$ cat src/rtl/bfa_pkg.sv
// types, constants and codes of the bitmap frame allocator
package bfa_pkg;

	localparam int FRAME_W     = 12;
	localparam int COUNT_W     = 13;
	localparam logic [COUNT_W-1:0] COUNT_RESET = 13'd4096;
	localparam int WORD_W      = 32;
	localparam int BIT_LG      = 5;
	localparam int MAX_WORDS   = 128;
	localparam int WORD_AW     = (MAX_WORDS > 1) ? $clog2(MAX_WORDS) : 1;

	// availability scan: one group of words per cycle
	localparam int SCAN_W      = 16;
	localparam int SCAN_LG     = 4;
	localparam int SCAN_STEPS  = (MAX_WORDS + SCAN_W - 1) / SCAN_W;
	localparam int GRP_W       = (SCAN_STEPS > 1) ? $clog2(SCAN_STEPS) : 1;
	localparam int PAD_WORDS   = (1 << GRP_W) * SCAN_W;
	localparam int PAD_AW      = GRP_W + SCAN_LG;
	localparam int LIM_W       = COUNT_W - BIT_LG;
	localparam int CMP_W       = (PAD_AW > LIM_W) ? PAD_AW : LIM_W;

	localparam logic KIND_ALLOC = 1'b0;
	localparam logic KIND_FREE  = 1'b1;

	localparam logic [1:0] ST_DONE     = 2'd0;
	localparam logic [1:0] ST_NOTHING  = 2'd1;
	localparam logic [1:0] ST_NO_FRAME = 2'd2;

	typedef enum logic [1:0] {
		RES_NOTHING,
		RES_NO_FRAME,
		RES_FREED,
		RES_ALLOCATED
	} res_kind_t;

	typedef struct packed {
		logic               kind;
		logic [FRAME_W-1:0] current_frame;
		logic               kernel_page;
		logic               write_page;
	} req_t;

	typedef struct packed {
		logic [FRAME_W-1:0] frame_index;
		logic               present;
		logic               writeable;
		logic               user_mode;
		logic [1:0]         status;
	} res_t;

	typedef struct packed {
		logic      capture;
		logic      scan_start;
		logic      scan_step;
		logic      rd;
		logic      wr;
		logic      res_set;
		res_kind_t res_kind;
		logic      out_load;
	} cmd_t;

	typedef struct packed {
		logic is_alloc;
		logic cur_zero;
		logic in_map;
		logic scan_hit;
		logic scan_last;
	} stat_t;

endpackage

$ cat src/rtl/bfa_ctrl.sv
// request sequencer of the frame allocator
module bfa_ctrl (
	input  logic          clk,
	input  logic          arst_n,
	input  logic          in_valid,
	output logic          in_stall,
	output logic          out_valid,
	input  logic          out_stall,
	input  bfa_pkg::stat_t stat,
	output bfa_pkg::cmd_t  cmd
);
	import bfa_pkg::*;

	typedef enum logic [2:0] {
		S_IDLE,
		S_DISPATCH,
		S_SCAN,
		S_READ,
		S_MODIFY,
		S_RESULT
	} state_t;

	state_t state_q, state_d;
	logic   out_valid_q;
	logic   slot_free;

	assign slot_free = !out_valid_q || !out_stall;
	assign in_stall  = (state_q != S_IDLE);
	assign out_valid = out_valid_q;

	always_comb begin
		cmd      = '0;
		state_d  = state_q;
		case (state_q)
			S_IDLE: begin
				if (in_valid) begin
					cmd.capture = 1'b1;
					state_d     = S_DISPATCH;
				end
			end
			S_DISPATCH: begin
				if (stat.cur_zero) begin
					if (stat.is_alloc) begin
						cmd.scan_start = 1'b1;
						state_d        = S_SCAN;
					end else begin
						cmd.res_set  = 1'b1;
						cmd.res_kind = RES_NOTHING;
						state_d      = S_RESULT;
					end
				end else if (stat.is_alloc) begin
					cmd.res_set  = 1'b1;
					cmd.res_kind = RES_NOTHING;
					state_d      = S_RESULT;
				end else if (stat.in_map) begin
					cmd.rd  = 1'b1;
					state_d = S_MODIFY;
				end else begin
					cmd.res_set  = 1'b1;
					cmd.res_kind = RES_FREED;
					state_d      = S_RESULT;
				end
			end
			S_SCAN: begin
				cmd.scan_step = 1'b1;
				if (stat.scan_hit) begin
					state_d = S_READ;
				end else if (stat.scan_last) begin
					cmd.res_set  = 1'b1;
					cmd.res_kind = RES_NO_FRAME;
					state_d      = S_RESULT;
				end
			end
			S_READ: begin
				cmd.rd  = 1'b1;
				state_d = S_MODIFY;
			end
			S_MODIFY: begin
				cmd.wr       = 1'b1;
				cmd.res_set  = 1'b1;
				cmd.res_kind = stat.is_alloc ? RES_ALLOCATED : RES_FREED;
				state_d      = S_RESULT;
			end
			S_RESULT: begin
				if (slot_free) begin
					cmd.out_load = 1'b1;
					state_d      = S_IDLE;
				end
			end
			default: begin
				state_d = S_IDLE;
			end
		endcase
	end

	always_ff @(posedge clk or negedge arst_n) begin
		if (!arst_n) begin
			state_q     <= S_IDLE;
			out_valid_q <= 1'b0;
		end else begin
			state_q <= state_d;
			if (cmd.out_load) begin
				out_valid_q <= 1'b1;
			end else if (!out_stall) begin
				out_valid_q <= 1'b0;
			end
		end
	end

endmodule

$ cat src/rtl/bfa_dp.sv
// bitmap store, availability scan and result path of the frame allocator
module bfa_dp (
	input  logic                          clk,
	input  logic                          arst_n,
	input  logic                          cfg_we,
	input  logic [bfa_pkg::COUNT_W-1:0]   cfg_data,
	input  bfa_pkg::req_t                 in_req,
	input  bfa_pkg::cmd_t                 cmd,
	output bfa_pkg::stat_t                stat,
	output bfa_pkg::res_t                 out_res
);
	import bfa_pkg::*;

	logic [WORD_W-1:0]    mem_q [MAX_WORDS];
	logic [MAX_WORDS-1:0] valid_q;
	logic [MAX_WORDS-1:0] full_q;
	logic [COUNT_W-1:0]   frame_count_q;
	req_t                 req_q;
	logic [WORD_AW-1:0]   addr_q;
	logic [GRP_W-1:0]     grp_q;
	logic [WORD_W-1:0]    rd_word_s1;
	logic                 rd_vld_s1;
	res_t                 res_q;
	res_t                 out_q;

	logic [PAD_WORDS-1:0] full_pad;
	logic [SCAN_W-1:0]    grp_avail;
	logic [SCAN_LG-1:0]   hit_idx;
	logic [LIM_W-1:0]     lim;
	logic [WORD_W-1:0]    word;
	logic [WORD_W-1:0]    new_word;
	logic [BIT_LG-1:0]    zero_bit;
	res_t                 res_d;

	// words past the map read as full
	assign full_pad = ~PAD_WORDS'(~full_q);
	assign lim      = frame_count_q[COUNT_W-1:BIT_LG];

	always_comb begin
		for (int i = 0; i < SCAN_W; i++) begin
			grp_avail[i] = !full_pad[{grp_q, SCAN_LG'(0)} + PAD_AW'(i)]
				&& (CMP_W'({grp_q, SCAN_LG'(i)}) < CMP_W'(lim));
		end
	end

	always_comb begin
		hit_idx = '0;
		for (int i = SCAN_W - 1; i >= 0; i--) begin
			if (grp_avail[i]) begin
				hit_idx = SCAN_LG'(i);
			end
		end
	end

	assign word = rd_vld_s1 ? rd_word_s1 : '0;

	always_comb begin
		zero_bit = '0;
		for (int b = WORD_W - 1; b >= 0; b--) begin
			if (!word[b]) begin
				zero_bit = BIT_LG'(b);
			end
		end
	end

	always_comb begin
		if (req_q.kind == KIND_ALLOC) begin
			new_word = word | (WORD_W'(1) << zero_bit);
		end else begin
			new_word = word & ~(WORD_W'(1) << req_q.current_frame[BIT_LG-1:0]);
		end
	end

	always_comb begin
		res_d        = '0;
		res_d.status = ST_DONE;
		case (cmd.res_kind)
			RES_NOTHING: begin
				res_d.frame_index = req_q.current_frame;
				res_d.status      = ST_NOTHING;
			end
			RES_NO_FRAME: begin
				res_d.status = ST_NO_FRAME;
			end
			RES_FREED: begin
				res_d.status = ST_DONE;
			end
			RES_ALLOCATED: begin
				res_d.frame_index = FRAME_W'({addr_q, zero_bit});
				res_d.present     = 1'b1;
				res_d.writeable   = req_q.write_page;
				res_d.user_mode   = !req_q.kernel_page;
			end
			default: begin
				res_d.status = ST_DONE;
			end
		endcase
	end

	assign stat.is_alloc  = (req_q.kind == KIND_ALLOC);
	assign stat.cur_zero  = (req_q.current_frame == '0);
	assign stat.in_map    = (int'(req_q.current_frame[FRAME_W-1:BIT_LG]) < MAX_WORDS);
	assign stat.scan_hit  = |grp_avail;
	assign stat.scan_last = (grp_q == GRP_W'(SCAN_STEPS - 1));
	assign out_res        = out_q;

	always_ff @(posedge clk or negedge arst_n) begin
		if (!arst_n) begin
			valid_q       <= '0;
			full_q        <= '0;
			frame_count_q <= COUNT_RESET;
		end else begin
			if (cfg_we) begin
				frame_count_q <= cfg_data;
			end
			if (cmd.wr) begin
				valid_q[addr_q] <= 1'b1;
				full_q[addr_q]  <= (req_q.kind == KIND_ALLOC) ? (&new_word) : 1'b0;
			end
		end
	end

	always_ff @(posedge clk) begin
		if (cmd.capture) begin
			req_q  <= in_req;
			addr_q <= WORD_AW'(in_req.current_frame[FRAME_W-1:BIT_LG]);
		end else if (cmd.scan_step && stat.scan_hit) begin
			addr_q <= WORD_AW'({grp_q, hit_idx});
		end
		if (cmd.scan_start) begin
			grp_q <= '0;
		end else if (cmd.scan_step) begin
			grp_q <= grp_q + GRP_W'(1);
		end
		if (cmd.rd) begin
			rd_word_s1 <= mem_q[addr_q];
			rd_vld_s1  <= valid_q[addr_q];
		end
		if (cmd.wr) begin
			mem_q[addr_q] <= new_word;
		end
		if (cmd.res_set) begin
			res_q <= res_d;
		end
		if (cmd.out_load) begin
			out_q <= res_q;
		end
	end

endmodule

$ cat src/rtl/bitmap_frame_allocator.sv
// top level of the first-fit bitmap frame allocator
//
//   channel  handshake             payload
//   in       in_valid / in_stall   in_req  (kind, current_frame, kernel_page, write_page)
//   out      out_valid / out_stall out_res (frame_index, present, writeable, user_mode, status)
//   cfg      cfg_we                cfg_data (frame_count)
//
// one request at a time; a request with nothing to do and a free skip the scan,
// an allocate scans g 16-word groups (1 to 8), all 8 for a full map
// the scan checks one group of per-word full flags each cycle, then one bitmap read
// and one write back on the single memory port
// reset clears the per-word valid and full flags at once: no clearing pass
// a waiting result sits in the output register; a new request is taken meanwhile
module bitmap_frame_allocator (
	input  logic                        clk,
	input  logic                        arst_n,
	input  logic                        in_valid,
	output logic                        in_stall,
	input  bfa_pkg::req_t               in_req,
	output logic                        out_valid,
	input  logic                        out_stall,
	output bfa_pkg::res_t               out_res,
	input  logic                        cfg_we,
	input  logic [bfa_pkg::COUNT_W-1:0] cfg_data
);
	import bfa_pkg::*;

	// controller to datapath commands and datapath status back
	cmd_t  cmd;
	stat_t stat;

	// sequencer: dispatch, group scan, read, modify, result hand-off
	bfa_ctrl u_ctrl (
		.clk       (clk),
		.arst_n    (arst_n),
		.in_valid  (in_valid),
		.in_stall  (in_stall),
		.out_valid (out_valid),
		.out_stall (out_stall),
		.stat      (stat),
		.cmd       (cmd)
	);

	// bitmap memory, full flags, frame count register and result registers
	bfa_dp u_dp (
		.clk      (clk),
		.arst_n   (arst_n),
		.cfg_we   (cfg_we),
		.cfg_data (cfg_data),
		.in_req   (in_req),
		.cmd      (cmd),
		.stat     (stat),
		.out_res  (out_res)
	);

endmodule

$ cat config.mk
export PLATFORM = sky130hd
export DESIGN_NAME = bitmap_frame_allocator
export DESIGN_NICKNAME = d
export VERILOG_FILES = /design/src/rtl/bfa_pkg.sv /design/src/rtl/bfa_ctrl.sv /design/src/rtl/bfa_dp.sv /design/src/rtl/bitmap_frame_allocator.sv
export SDC_FILE = /design/constraint.sdc
export NUM_CORES = 2
export LEC_CHECK = 0
export BUFFER_PORTS_ARGS = -buffer_cell sky130_fd_sc_hd__buf_4
export CAP_MARGIN = 20
export CORE_MARGIN = 1.5
export CORE_UTILIZATION = 55
export CTS_CLUSTER_DIAMETER = 80
export DETAILED_ROUTE_END_ITERATION = 6
export PLACE_DENSITY = 0.7
export SETUP_SLACK_MARGIN = 0.05
export SYNTH_ARGS = -nofsm -noshare
export SYNTH_HDL_FRONTEND = slang
export SYNTH_SLANG_ARGS = --single-unit
$ cat constraint.sdc
create_clock -name clk -period 14.8 [get_ports clk]
set_input_delay 1.48 -clock clk [delete_from_list [all_inputs] [get_ports clk]]
set_output_delay 1.48 -clock clk [all_outputs]
set_load 0.01 [all_outputs]
==> summary.txt <==
Clock tree
  – Clk_lat worst skew: 1.02 ns
  – Clk Tree Root Cell: clkbuf_16
  – CTS sink cnt: approximately 4500
  – Clock buffer depth: 4
  – CTS clk-pin slew, worst paths: around 0.060 ns
  – Hold buffers post-CTS: 0
  – CTS tree: done
  – Htree depth: 5
  – Post-CTS Resized: 0
  – CTS Buf Count: roughly 430
  – Setup repair bufs after CTS: 0

Critical path
  – Depth of the most critical reg-to-reg path: 11
  – Reg2reg setup slack: 8.03 ns
  – R2R Path Start: u_dp.addr_q[0]
  – CP max FO: 44
  – Crit Path Class: flop to flop
  – CP Launch Type: flop
  – Crit path from: u_dp.addr_q[0]
  – WP data arrival: 7.53 ns
  – R2R Path End: u_dp.rd_word_s1[25]
  – Worst path required time: 15.56 ns
  – Setup crit end kind: flop

STA
  – Hold slack: around 0.42 ns
  – Hold Fails Final Rpt: 0
  – Fin Clk Skew: between 0.06 and 0.07 ns
  – Slack of the critical path: ~8 ns
  – Final period util: 45.7%
  – Final Slew Violations: 0
  – Setup TNS: 0 ns
  – Minimum clock period: between 6 and 7 ns
  – Tightest Pin Transition: roughly 1.3 ns
  – RSZ-0062 raised after global routing: false
  – Fmax: ~150 MHz
  – Worst slew margin: between 15 and 20%
  – Endpoints failing setup: 0

Yosys
  – Post-synth EDFFs: 4185
  – Mux contribution to synthesized area: approximately an eighth
  – Syn Inst Count: ~9600
  – Synthesized-area fraction occupied by adder cells: less than 1%
  – Yosys warns: 0
  – Mapped Avg Cell Area: 18.3 µm²
  – Post-synth top flop: edfxtp_1
  – Register area share after synthesis: between 70 and 80%
  – Syn nets: 9679
  – Async set or reset register ratio after synthesis: roughly 6%
  – Compound-gate portion of the synthesized area: 6.99%
  – Largest family of logic cells by synthesized area: multiplexers
  – Post-synthesis simple-gate area fraction: about 2.7%
  – Number of unique standard cell types used by synthesis: 74
  – Post-synthesis register bit count: between 4000 and 5000
  – XOR/XNOR share of the synthesized area: 0%
  – Cell Area, Synth: between 0.15 and 0.2 mm²

Floorplanning
  – Die width: between 500 and 600 µm
  – Core ar.: 0.318 mm²
  – Die Height: between 500 and 600 µm
  – Die area: roughly 0.32 mm²
  – Starting Density: a little under three fifths
  – I/O pin total: 52
  – Rows: 207

Final layout
  – Fin nets: roughly 10000
  – Final core occ: between 60% and 70%
  – Area growth, synth to finish: 12.0%
  – Multi-input logic area: a little over 0.04 mm²
  – Most frequent cells in the layout: edfxtp_1 (4185), mux2_2 (712), a22oi_1 (622)
  – Fillers: about 22000
  – Share of cells above drive strength 1: between 20% and 30%
  – Commonest non-fill, non-tap cell in the layout: edfxtp_1
  – Design area: 0.197 mm²
  – Seq. cell area: between 0.1 and 0.15 mm²

Route
  – Wire per inst: ~38 µm
  – Drt pass-1 iters: 7
  – Via Count: between 100k and 150k
  – Remaining DRCs: 2
  – Vias per inst: 6.93
  – Antenna Nets Post-Route: 0
  – Final Routed Wirelength: 546 mm
  – Starting DRT DRC Count: about 17000

Power
  – Power per cell area: 150 mW/mm²
  – Maximum VDD drop: 143 µV
  – Leak pwr: 65.9 nW

Run
  – Max Cap Viol: 0

Global route
  – Vias in the first global route: between 90000 and 100k
  – Overflow after GRT: 0
  – Largest net degree at the start of global routing: between 150 and 200
  – Antenna violations before repair: 43
  – First-pass GRT wire length: about 750 mm
  – Gr usage total: 33.3%

Run status
  – Failing checks: DRC
  – Status: complete, but fails checks

Worst hold path
  – Min-delay worst type: primary input to async pin

Placed design
  – Pre-CTS WS: 8.21 ns
  – Area of placed instances: roughly 0.18 mm²
  – DP HPWL: between 300 and 400 mm
  – GP Congestion: roughly 0.99
  – Number of port buffers: 46
## how the worst max path moves through the flow
stage                                to  slack, ns  cells past startpoint
floorplan             u_dp.mem_q[0][13]       6.57                      7
global placement    u_dp.rd_word_s1[13]       8.21                     11
detailed placement  u_dp.rd_word_s1[25]       8.21                     11
CTS                 u_dp.rd_word_s1[25]       8.18                     11
global route        u_dp.rd_word_s1[25]       7.86                     11
finish              u_dp.rd_word_s1[25]       8.03                     11
## critical path, cell delays in order, from the launching register on
cell	delay, ns
edfxtp_1	0.36
buf_4	0.54
buf_4	0.59
buf_4	0.69
buf_4	0.76
buf_4	0.65
mux4_2	0.59
mux2i_1	0.50
o22ai_1	0.30
nor2_1	0.63
o221ai_1	0.37
a2111o_1	0.36
## cell families after synthesis
logic type | Yosys count
flops | 4456
compound gates | 1737
mux | 1638
simple gates | 1032
buf+inv | 759
fa+ha+maj | 12
## layout make-up
cell class              count  share of cell area, %
flip-flops and latches   4456                   67.2
inverters                 154                  0.296
diodes                     21                 0.0267
clock buffers             547                   5.83
repair buffers            462                   1.91
multi-input cells        4419                   20.9
clock inverters           252                   1.22
well taps                4180                   2.65
## where the power goes
part	internal [mW]	leakage, nW	total, mW	switching, mW
Clock	6.17	6.77	10.9	4.74
Sequential	14.5	41.9	14.7	0.176
Combinational	1.20	17.2	3.97	2.77
Total	21.9	65.9	29.6	7.68
## metrics by stage
step | total power, mW | std cells
2_1_floorplan | 17.2 | 9634
3_3_place_gp | 18.7 | 13600
3_5_place_dp | 18.8 | 13700
4_1_cts | 29.5 | 14500
5_1_grt | 30.2 | 14500
6_report | 29.6 | 14500
## layer usage
layer	vias up	GRT usage, %	part of all wire [%]
li1	39600	-	-
met1	52400	46.7	37
met2	7278	48.8	44
met3	1149	9.03	13
met4	18	16.0	5.4
met5	-	0	0.023
## state kept, by name (all words and copies together), names as in the netlist, 3 cells and up
name / flops
u_dp.full_q: 128
u_dp.res_q: 17
u_dp.mem_q: 4096
u_dp.out_res: 17
u_dp.valid_q: 128
u_dp.req_q: 15
u_ctrl.state_q: 3
u_dp.rd_word_s1: 32
u_dp.frame_count_q: 8
u_dp.grp_q: 3
u_dp.addr_q: 7
## cell usage after synthesis (5+ instances only)
master / count / area share, %
buf_6: 12 / 0.077
buf_2: 53 / 0.15
nor2_1: 313 / 0.67
o31ai_1: 30 / 0.13
o211ai_1: 26 / 0.11
edfxtp_1: 4185 / 71
a2111oi_0: 9 / 0.045
or3_1: 8 / 0.028
o21a_1: 7 / 0.030
clkbuf_1: 383 / 0.82
nor3_1: 34 / 0.097
o2111ai_1: 9 / 0.045
a221oi_1: 6 / 0.030
nand3_1: 36 / 0.10
o21bai_1: 6 / 0.026
or2_2: 74 / 0.26
o221ai_1: 42 / 0.21
a21oi_1: 126 / 0.36
a21o_1: 9 / 0.038
and3_1: 10 / 0.036
and2_1: 9 / 0.032
nand2_1: 365 / 0.78
inv_1: 154 / 0.33
a211o_1: 5 / 0.025
a211oi_1: 13 / 0.055
nand4_1: 42 / 0.15
mux2_2: 712 / 4.6
o31ai_2: 111 / 0.79
ha_1: 12 / 0.085
dfrtp_1: 267 / 3.8
nor4_1: 14 / 0.050
nand2b_1: 85 / 0.30
o22ai_1: 344 / 1.2
mux2i_1: 432 / 2.5
buf_1: 154 / 0.33
nand3b_1: 5 / 0.021
o21ai_0: 296 / 0.84
a22oi_1: 622 / 2.7
o22a_1: 20 / 0.099
mux4_2: 494 / 6.3
o311ai_0: 15 / 0.075
nor2b_1: 19 / 0.067
No activity file was read; power rests on OpenSTA's default activity.
